## src/rtl/bms_chs_pkg.sv

```systemverilog
`timescale 1ns / 1ps
// ----------------------------------------------------------------------------
// bms_chs_pkg
// Types, codes and tables shared by the charging handshake sequencer.
// ----------------------------------------------------------------------------
package bms_chs_pkg;

    localparam int TIMER_WIDTH = 16;
    localparam int CFG_W       = 16;
    localparam int CFG_IDX_W   = 3;
    localparam int CCS_CNT_W   = 7;
    localparam int MASK_W      = 10;

    typedef logic [TIMER_WIDTH-1:0] t_timer;
    typedef logic [CFG_W-1:0]       t_cfg;
    typedef logic [CCS_CNT_W-1:0]   t_ccs_cnt;
    typedef logic [MASK_W-1:0]      t_mask;

    localparam t_timer TIMER_MAX = '1;

    typedef enum logic [3:0] {
        PH_INIT   = 4'd0,
        PH_CONN   = 4'd1,
        PH_BHM    = 4'd2,
        PH_BRM    = 4'd3,
        PH_BCP    = 4'd4,
        PH_BRO00  = 4'd6,
        PH_BROAA  = 4'd7,
        PH_CRO    = 4'd8,
        PH_BCLBCS = 4'd9,
        PH_BSM    = 4'd10,
        PH_BST    = 4'd11,
        PH_BSD    = 4'd12,
        PH_EXIT   = 4'd13
    } t_phase;

    typedef enum logic [1:0] {
        CAUSE_RUN     = 2'd0,
        CAUSE_TIMEOUT = 2'd1,
        CAUSE_ABORT   = 2'd2,
        CAUSE_NORMAL  = 2'd3
    } t_cause;

    typedef enum logic [2:0] {
        CMD_TICK  = 3'd0,
        CMD_START = 3'd1,
        CMD_FRAME = 3'd2,
        CMD_PREP  = 3'd3,
        CMD_ABORT = 3'd4
    } t_cmd;

    typedef enum logic [2:0] {
        FK_CHM   = 3'd0,
        FK_CRM   = 3'd1,
        FK_CML   = 3'd2,
        FK_CRO   = 3'd3,
        FK_CCS   = 3'd4,
        FK_CST   = 3'd5,
        FK_CSD   = 3'd6,
        FK_OTHER = 3'd7
    } t_frame_kind;

    localparam logic [CFG_IDX_W-1:0] REG_CRM_ZERO_TO  = 3'd0;
    localparam logic [CFG_IDX_W-1:0] REG_SHORT_TO     = 3'd1;
    localparam logic [CFG_IDX_W-1:0] REG_CRO_READY_TO = 3'd2;
    localparam logic [CFG_IDX_W-1:0] REG_CCS_TO       = 3'd3;
    localparam logic [CFG_IDX_W-1:0] REG_CSD_TO       = 3'd4;
    localparam logic [CFG_IDX_W-1:0] REG_CCS_STOP     = 3'd5;

    localparam logic [7:0] BYTE_00 = 8'h00;
    localparam logic [7:0] BYTE_AA = 8'hAA;

    // Reset values of the configuration registers
    localparam t_cfg     RST_CRM_ZERO_TO  = 16'd30;
    localparam t_cfg     RST_SHORT_TO     = 16'd5;
    localparam t_cfg     RST_CRO_READY_TO = 16'd60;
    localparam t_cfg     RST_CCS_TO       = 16'd5;
    localparam t_cfg     RST_CSD_TO       = 16'd10;
    localparam t_ccs_cnt RST_CCS_STOP     = 7'd100;

    // Periodic frames: bit0 BHM .. bit9 BSD
    function automatic t_mask mask_of_phase(input t_phase ph);
        t_mask m;
        case (ph)
            PH_BHM:    m = 10'h001;
            PH_BRM:    m = 10'h002;
            PH_BCP:    m = 10'h004;
            PH_BRO00:  m = 10'h008;
            PH_BROAA:  m = 10'h010;
            PH_CRO:    m = 10'h010;
            PH_BCLBCS: m = 10'h060;
            PH_BSM:    m = 10'h0E0;
            PH_BST:    m = 10'h1E0;
            PH_BSD:    m = 10'h2E0;
            default:   m = '0;
        endcase
        return m;
    endfunction

    // Saturate a register value into the timer width
    function automatic t_timer timer_load(input t_cfg v);
        logic [CFG_W+TIMER_WIDTH-1:0] wide;
        wide = (CFG_W+TIMER_WIDTH)'(v);
        if (wide > (CFG_W+TIMER_WIDTH)'(TIMER_MAX)) begin
            return TIMER_MAX;
        end
        return wide[TIMER_WIDTH-1:0];
    endfunction

endpackage

```

## src/rtl/bms_charge_handshake_sequencer.sv

```systemverilog
`timescale 1ns / 1ps
// ----------------------------------------------------------------------------
// bms_charge_handshake_sequencer
// Battery-side charging session sequencer with reply timeouts and CCS count.
// ----------------------------------------------------------------------------
//  channel | signals                                   | dir
//  --------+-------------------------------------------+-----
//  in      | i_in_valid/o_in_ready, command/kind/byte  | in
//  out     | o_out_valid/i_out_ready, state/mask/cause | out
//  cfg     | i_cfg_we, i_cfg_index, i_cfg_data         | in
//
//  One transfer in gives one result, held in the result register or the skid.
//  Session state updates in the same edge that takes the item; a two-entry
//  output buffer (result register plus skid) lets one more item in while a
//  result waits, so throughput is one item per cycle when the sink keeps up.
//  i_rst_n is synchronous, active low: session returns to init, registers to
//  their defaults, output buffer empties.
// ----------------------------------------------------------------------------
module bms_charge_handshake_sequencer (
    input  logic                               i_clk,
    input  logic                               i_rst_n,
    input  logic                               i_in_valid,
    output logic                               o_in_ready,
    input  logic [2:0]                         i_command,
    input  logic [2:0]                         i_frame_kind,
    input  logic [7:0]                         i_frame_byte,
    output logic                               o_out_valid,
    input  logic                               i_out_ready,
    output logic [3:0]                         o_session_state,
    output logic [bms_chs_pkg::MASK_W-1:0]     o_send_mask,
    output logic [1:0]                         o_exit_cause,
    input  logic                               i_cfg_we,
    input  logic [bms_chs_pkg::CFG_IDX_W-1:0]  i_cfg_index,
    input  logic [bms_chs_pkg::CFG_W-1:0]      i_cfg_data
);
    import bms_chs_pkg::*;

    typedef struct packed {
        t_phase phase;
        t_mask  mask;
        t_cause cause;
    } t_result;

    // Configuration
    t_cfg     r_crm_zero_to, r_short_to, r_cro_ready_to, r_ccs_to, r_csd_to;
    t_ccs_cnt r_ccs_stop;

    // Session state
    t_phase   r_phase, n_phase;
    t_timer   r_tmr1, n_tmr1, r_tmr2, n_tmr2;
    logic     r_tmr1_on, n_tmr1_on, r_tmr2_on, n_tmr2_on;
    logic     r_stop_seen, n_stop_seen;
    t_ccs_cnt r_ccs_cnt, n_ccs_cnt;
    t_cause   r_cause, n_cause;

    // Output buffer
    t_result  r_out, r_skid, new_res;
    logic     r_out_valid, r_skid_valid;
    logic     in_fire, out_fire;
    logic     tmr1_exp, tmr2_exp;
    t_ccs_cnt ccs_inc;

    assign o_in_ready = !r_skid_valid;
    assign in_fire    = i_in_valid && o_in_ready;
    assign out_fire   = r_out_valid && i_out_ready;

    always_ff @(posedge i_clk) begin
        if (!i_rst_n) begin
            r_crm_zero_to  <= RST_CRM_ZERO_TO;
            r_short_to     <= RST_SHORT_TO;
            r_cro_ready_to <= RST_CRO_READY_TO;
            r_ccs_to       <= RST_CCS_TO;
            r_csd_to       <= RST_CSD_TO;
            r_ccs_stop     <= RST_CCS_STOP;
        end else if (i_cfg_we) begin
            case (i_cfg_index)
                REG_CRM_ZERO_TO:  r_crm_zero_to  <= i_cfg_data;
                REG_SHORT_TO:     r_short_to     <= i_cfg_data;
                REG_CRO_READY_TO: r_cro_ready_to <= i_cfg_data;
                REG_CCS_TO:       r_ccs_to       <= i_cfg_data;
                REG_CSD_TO:       r_csd_to       <= i_cfg_data;
                REG_CCS_STOP:     r_ccs_stop     <= i_cfg_data[CCS_CNT_W-1:0];
                default: ;
            endcase
        end
    end

    always_ff @(posedge i_clk) begin
        if (!i_rst_n) begin
            r_phase     <= PH_INIT;
            r_tmr1      <= '0;
            r_tmr2      <= '0;
            r_tmr1_on   <= 1'b0;
            r_tmr2_on   <= 1'b0;
            r_stop_seen <= 1'b0;
            r_ccs_cnt   <= '0;
            r_cause     <= CAUSE_RUN;
        end else begin
            r_phase     <= n_phase;
            r_tmr1      <= n_tmr1;
            r_tmr2      <= n_tmr2;
            r_tmr1_on   <= n_tmr1_on;
            r_tmr2_on   <= n_tmr2_on;
            r_stop_seen <= n_stop_seen;
            r_ccs_cnt   <= n_ccs_cnt;
            r_cause     <= n_cause;
        end
    end

    assign tmr1_exp = r_tmr1_on && (r_tmr1 <= t_timer'(1));
    assign tmr2_exp = r_tmr2_on && (r_tmr2 <= t_timer'(1));
    assign ccs_inc  = r_ccs_cnt + t_ccs_cnt'(1);

    always_comb begin
        n_phase     = r_phase;
        n_tmr1      = r_tmr1;
        n_tmr2      = r_tmr2;
        n_tmr1_on   = r_tmr1_on;
        n_tmr2_on   = r_tmr2_on;
        n_stop_seen = r_stop_seen;
        n_ccs_cnt   = r_ccs_cnt;
        n_cause     = r_cause;
        if (in_fire && r_phase != PH_EXIT) begin
            case (i_command)
                CMD_TICK: begin
                    if (r_tmr1_on) begin
                        n_tmr1    = tmr1_exp ? '0 : r_tmr1 - t_timer'(1);
                        n_tmr1_on = !tmr1_exp;
                    end
                    if (r_tmr2_on) begin
                        n_tmr2    = tmr2_exp ? '0 : r_tmr2 - t_timer'(1);
                        n_tmr2_on = !tmr2_exp;
                    end
                    if (tmr1_exp || tmr2_exp) begin
                        n_phase   = PH_EXIT;
                        n_cause   = CAUSE_TIMEOUT;
                        n_tmr1_on = 1'b0;
                        n_tmr2_on = 1'b0;
                    end
                end
                CMD_START: begin
                    if (r_phase == PH_INIT) begin
                        n_phase = PH_CONN;
                    end
                end
                CMD_FRAME: begin
                    case (i_frame_kind)
                        FK_CHM: begin
                            if (r_phase == PH_CONN) begin
                                n_phase   = PH_BHM;
                                n_tmr1    = timer_load(r_crm_zero_to);
                                n_tmr1_on = 1'b1;
                            end
                        end
                        FK_CRM: begin
                            if (r_phase == PH_BHM && i_frame_byte == BYTE_00) begin
                                n_phase   = PH_BRM;
                                n_tmr1    = timer_load(r_short_to);
                                n_tmr1_on = 1'b1;
                            end else if (r_phase == PH_BRM && i_frame_byte == BYTE_AA) begin
                                n_phase   = PH_BCP;
                                n_tmr1    = timer_load(r_short_to);
                                n_tmr1_on = 1'b1;
                            end
                        end
                        FK_CML: begin
                            if (r_phase == PH_BCP) begin
                                n_phase   = PH_BRO00;
                                n_tmr1_on = 1'b0;
                            end
                        end
                        FK_CRO: begin
                            // any CRO byte moves to cro; only CRO AA starts charging
                            if (r_phase == PH_BROAA) begin
                                n_phase   = PH_CRO;
                                n_tmr1_on = 1'b0;
                            end else if (r_phase == PH_CRO && i_frame_byte == BYTE_AA) begin
                                n_phase   = PH_BCLBCS;
                                n_tmr2_on = 1'b0;
                                n_tmr1    = timer_load(r_ccs_to);
                                n_tmr1_on = 1'b1;
                            end
                        end
                        FK_CCS: begin
                            if (r_phase == PH_BCLBCS) begin
                                n_phase   = PH_BSM;
                                n_tmr1_on = 1'b0;
                            end else if (r_phase == PH_BSM) begin
                                n_ccs_cnt = ccs_inc;
                                if (ccs_inc == r_ccs_stop) begin
                                    n_phase   = PH_BST;
                                    n_tmr1    = timer_load(r_short_to);
                                    n_tmr1_on = 1'b1;
                                    n_tmr2    = timer_load(r_csd_to);
                                    n_tmr2_on = 1'b1;
                                end
                            end
                        end
                        FK_CST: begin
                            // early CST skips the CST wait; late CST moves to bsd
                            if (r_phase == PH_BSM) begin
                                n_stop_seen = 1'b1;
                                n_phase     = PH_BST;
                                n_tmr1_on   = 1'b0;
                                n_tmr2      = timer_load(r_csd_to);
                                n_tmr2_on   = 1'b1;
                            end else if (r_phase == PH_BST && !r_stop_seen) begin
                                n_stop_seen = 1'b1;
                                n_tmr1_on   = 1'b0;
                                n_phase     = PH_BSD;
                            end
                        end
                        FK_CSD: begin
                            if (r_phase == PH_BSD || (r_phase == PH_BST && r_stop_seen)) begin
                                n_phase   = PH_EXIT;
                                n_cause   = CAUSE_NORMAL;
                                n_tmr1_on = 1'b0;
                                n_tmr2_on = 1'b0;
                            end
                        end
                        default: ;
                    endcase
                end
                CMD_PREP: begin
                    if (r_phase == PH_BRO00) begin
                        n_phase   = PH_BROAA;
                        n_tmr1    = timer_load(r_short_to);
                        n_tmr1_on = 1'b1;
                        n_tmr2    = timer_load(r_cro_ready_to);
                        n_tmr2_on = 1'b1;
                    end
                end
                CMD_ABORT: begin
                    n_phase   = PH_EXIT;
                    n_cause   = CAUSE_ABORT;
                    n_tmr1_on = 1'b0;
                    n_tmr2_on = 1'b0;
                end
                default: ;
            endcase
        end
    end

    assign new_res = '{phase: n_phase, mask: mask_of_phase(n_phase), cause: n_cause};

    // Result register with one skid entry behind it
    always_ff @(posedge i_clk) begin
        if (!i_rst_n) begin
            r_out_valid  <= 1'b0;
            r_skid_valid <= 1'b0;
        end else begin
            if (in_fire && (!r_out_valid || out_fire)) begin
                r_out_valid <= 1'b1;
            end else if (in_fire) begin
                r_skid_valid <= 1'b1;
            end else if (out_fire) begin
                r_out_valid  <= r_skid_valid;
                r_skid_valid <= 1'b0;
            end
        end
    end

    always_ff @(posedge i_clk) begin
        if (in_fire && (!r_out_valid || out_fire)) begin
            r_out <= new_res;
        end else if (in_fire) begin
            r_skid <= new_res;
        end else if (out_fire && r_skid_valid) begin
            r_out <= r_skid;
        end
    end

    assign o_out_valid     = r_out_valid;
    assign o_session_state = r_out.phase;
    assign o_send_mask     = r_out.mask;
    assign o_exit_cause    = r_out.cause;

endmodule

```

## config.mk

```make
export PLATFORM = sky130hd
export DESIGN_NAME = bms_charge_handshake_sequencer
export DESIGN_NICKNAME = d
export VERILOG_FILES = /design/src/rtl/bms_chs_pkg.sv /design/src/rtl/bms_charge_handshake_sequencer.sv
export SDC_FILE = /design/constraint.sdc
export NUM_CORES = 1
export LEC_CHECK = 0
export BUFFER_PORTS_ARGS = -buffer_cell sky130_fd_sc_hd__buf_2
export CAP_MARGIN = 25
export CORE_UTILIZATION = 30
export DETAILED_ROUTE_END_ITERATION = 16
export GPL_TIMING_DRIVEN = 0
export SYNTH_ARGS = -nofsm -noshare
export SYNTH_HDL_FRONTEND = slang
export SYNTH_SLANG_ARGS = --single-unit
```

## constraint.sdc

```tcl
create_clock -name i_clk -period 7.39 [get_ports i_clk]
set_input_delay 0 -clock i_clk [delete_from_list [all_inputs] [get_ports i_clk]]
set_output_delay 0 -clock i_clk [all_outputs]
set_load 0.005 [all_outputs]
```

==> summary.md <==
| Metric | Value |
|---|---|
| Worst-case reg-to-reg path depth | `11` |
| Tot Pwr | `2.20 mW` |
| Syn Area/Cell | `8.00 µm²` |
| R2R setup slack | `4.16 ns` |
| Vias per cell | `5.34` |
| Post-CTS setup buffer count | `0` |
| Row count | `61` |
| CTS tree | `yes` |
| Core box area | `27,900 µm²` |
| Post-synthesis sequential area ratio | `0.424` |
| Post-Syn Instances | `1,074` |
| Sw Ratio | `0.304` |
| Switch Pwr | `0.670 mW` |
| Final hold viol count | `0` |
| Max clock buf depth | `2` |
| Critical path peak fanout | `10` |
| Root Buffer | `clkbuf_16` |
| RSZ-0062 raised after global routing | `no` |
| Final setup vio count | `0` |
| Critical path capture point type | `register` |
| Most frequent cells in the layout | `245 x nand2_1, 137 x dfxtp_1, 89 x a21oi_1` |
| Crit Path Category | `register to register` |
| Tightest Pin Transition | `0.920 ns` |
| Layout cells sized above 1 | `0.107` |
| Vias in the first global route | `7,819` |
| GRT Resource Usage Total | `0.187` |
| Post-DRT Antenna Nets | `0` |
| # Max-Cap Violations | `0` |
| RR Startpoint | `r_phase[3]` |
| Combinational share of power | `0.156` |
| Synth warnings | `0` |
| R2R Path End | `o_send_mask[4]` |
| DR iter-0 viols | `694` |
| Initial antenna violation count | `0` |
| Port bufs | `52` |
| Flops & latches, synth | `167` |
| # nets final | `1,211` |
| Max Freq | `0.309 GHz` |
| Final Critical Period | `3.23 ns` |
| Ys flop type | `dfxtp_1` |
| Hold wc startpoint | `i_cfg_index[1]` |
| Worst vdd rail ir drop | `118 µV` |
| Die Ht | `171 µm` |
| Tcrit/Tclk final | `0.438` |
| RePlAce Congestion | `0.898` |
| Via count of the routed design | `8,325` |
| Syn nets | `1,117` |
| Unique cell type count in the Yosys netlist | `86` |
| CP Launch Type | `register` |
| Synth Cell Area | `8590 µm²` |
| Clock Skew | `0.0147 ns` |
| WP data arrival | `3.42 ns` |
| Clk slew on worst S/H paths | `0.08 ns` |
| Sequential share of power | `0.442` |
| Worst Hold Class | `primary input to register` |
| Commonest non-fill, non-tap cell in the layout | `nand2_1` |
| Pwr/cell area | `217 nW/µm²` |
| Relative slew slack | `0.387` |
| Syn-to-layout area delta | `18.0%` |
| Grt ovf | `0` |
| Worst-Skew Late Latency | `0.44 ns` |
| Layout Cells excl Fill | `1,558` |
| Die Span X | `171 µm` |
| First-pass GRT wire length | `42,300 µm` |
| Clock power share | `0.402` |
| Post-synthesis async set-or-reset flop share | `0` |
| First-pass DRT Iterations | `5` |
| Leak pwr | `3.77 nW` |
| Final WL | `26,800 µm` |
| Clock sinks | `167` |
| Die area | `29,300 µm²` |
| Largest net degree at the start of global routing | `19` |
| Status | `finished clean` |
| Ports | `56` |
| DRC Markers | `0` |
| Timing endpoint of the critical path | `o_send_mask[4]` |
| Setup TNS | `0 ns` |
| Drt wl/cell | `17.2 µm` |
| Required @ worst endpoint | `7.57 ns` |
| Initial core utilization | `0.307` |
| Final HPWL DP | `19,500 µm` |
| H-tree depth | `4` |
| Dpl cells | `1,505` |
| Antenna Cells | `0` |
| CP Launch Point | `r_phase[3]` |
| Fin. max-slew vios | `0` |
| Cell internal pwr | `1.53 mW` |
| Clock buffer count from CTS | `17` |
| Count of flip-flops with a built-in enable after synthesis | `30` |
Yosys cell counts (all sizes together), types with 4 or more instances:
| library cell | instances | area [µm²] |
|---|---|---|
| nor3b | 5 | 37.5 |
| or2 | 4 | 25.0 |
| nor2b | 12 | 75.1 |
| edfxtp | 30 | 901 |
| a31o | 12 | 105 |
| buf | 9 | 53.8 |
| a211oi | 8 | 60.1 |
| clkbuf | 70 | 263 |
| inv | 20 | 75.1 |
| and3 | 18 | 118 |
| o41ai | 4 | 35.0 |
| or3 | 9 | 56.3 |
| xor2 | 7 | 61.3 |
| ha | 5 | 62.6 |
| or4 | 5 | 41.3 |
| nand4 | 11 | 68.8 |
| nor4 | 12 | 75.1 |
| nand3 | 40 | 200 |
| nand2 | 246 | 926 |
| a221o | 6 | 60.1 |
| o221ai | 5 | 43.8 |
| nand2b | 4 | 25.0 |
| o21ai | 56 | 280 |
| nor2 | 69 | 259 |
| xnor2 | 9 | 78.8 |
| a22oi | 22 | 170 |
| o32a | 4 | 40.0 |
| and2 | 7 | 43.8 |
| o22ai | 6 | 37.5 |
| o32ai | 4 | 53.8 |
| nor3 | 28 | 140 |
| a21oi | 90 | 454 |
| a22o | 8 | 70.1 |
| a311oi | 4 | 35.0 |
| a31oi | 5 | 31.3 |
| dfxtp | 137 | 2740 |
| mux2i | 24 | 240 |
logic make-up (layout without fill, tap and decap cells):
| kind of cell | Yosys count | after routing | share of synthesized area |
|---|---|---|---|
| and+or+nand+nor | 489 | 489 | 0.263 |
| AOI/OAI and AO/OA | 269 | 269 | 0.209 |
| DFF | 167 | 167 | 0.424 |
| buffers and inverters | 101 | 207 | 0.0472 |
| muxes | 27 | 27 | 0.0323 |
| xor gates and xnor gates | 16 | 16 | 0.0163 |
| adders and majority gates | 5 | 5 | 0.00729 |
per-layer routing:
metal | share of wire | global-route usage | up-vias | routed length [µm]
li1 | - | - | 4046 | -
met1 | 0.46 | 0.255 | 3897 | 12300
met2 | 0.45 | 0.297 | 335 | 12000
met3 | 0.069 | 0.0315 | 47 | 1860
met4 | 0.023 | 0.0691 | 0 | 617
met5 | 0 | 0 | - | 0
how the worst min path moves through the flow:
stage / endpoint / slack (ns) / depth (start not counted)
2_1_floorplan: r_skid_valid / 0.10 / 1
3_3_place_gp: r_skid_valid / 0.23 / 2
3_5_place_dp: r_skid_valid / 0.23 / 2
4_1_cts: r_cro_ready_to[8] / 0.05 / 5
5_1_grt: r_cro_ready_to[1] / 0.11 / 5
6_report: r_cro_ready_to[8] / 0.06 / 5
stage by stage:
| step | utilization | cell area, µm² | worst slack [ns] | hold WS, ns |
|---|---|---|---|---|
| floorplan | - | 8590 | 4.47 | 0.100 |
| global placement | 0.334 | 9320 | 4.15 | 0.230 |
| detailed placement | 0.334 | 9330 | 4.21 | 0.228 |
| CTS | 0.362 | 10100 | 4.18 | 0.0451 |
| global route | 0.363 | 10100 | 3.94 | 0.107 |
| finish | 0.363 | 10100 | 4.16 | 0.0563 |
final cells by class:
class	count	area, µm²
Inverter	22	88.8
Fill cell	2941	17800
Sequential cell	167	3640
Timing Repair Buffer	75	489
Buffer	79	317
Clock inverter	14	159
Clock buffer	17	425
Multi-Input combinational cell	806	4540
Tap cell	378	473
registers in the layout, summed over array words and instances, names as in the netlist:
signal,flops
r_ccs_stop,7
r_ccs_cnt,7
r_tmr2,16
r_cause,2
r_csd_to,16
r_ccs_to,16
r_phase,4
o_exit_cause,2
o_send_mask,9
o_out_valid,1
r_tmr1_on,1
r_skid_valid,1
r_tmr1,16
r_cro_ready_to,16
o_session_state,4
r_skid,15
r_stop_seen,1
r_short_to,16
r_tmr2_on,1
r_crm_zero_to,16
worst max-delay path: stages, from the launching register on:
cell and delay (ns):
dfxtp_1 0.37, clkbuf_1 0.33, clkbuf_1 0.43, nand3b_1 0.24
nor4_1 0.22, a211oi_1 0.08, a2111oi_0 0.52, nand3_1 0.21
nand2_1 0.22, inv_2 0.08, a31oi_1 0.18, a21oi_1 0.10
power groups by stage:
stage                     clock network [mW]  registers (mW)  logic, mW
final                                  0.885           0.975      0.344
after global routing                   0.933           0.978      0.379
after CTS                              0.900           0.974      0.340
after detailed placement                   0           0.995      0.331
after global placement                     0           0.995      0.328
after floorplan                            0           0.992      0.223
repair_timing:
item / CTS / global route
hold buffers: 21 / 0
endpoints found under the hold margin: 89 / 0
resized for setup: 0 / 0
Note: power is estimated with default switching activity, not from simulation.
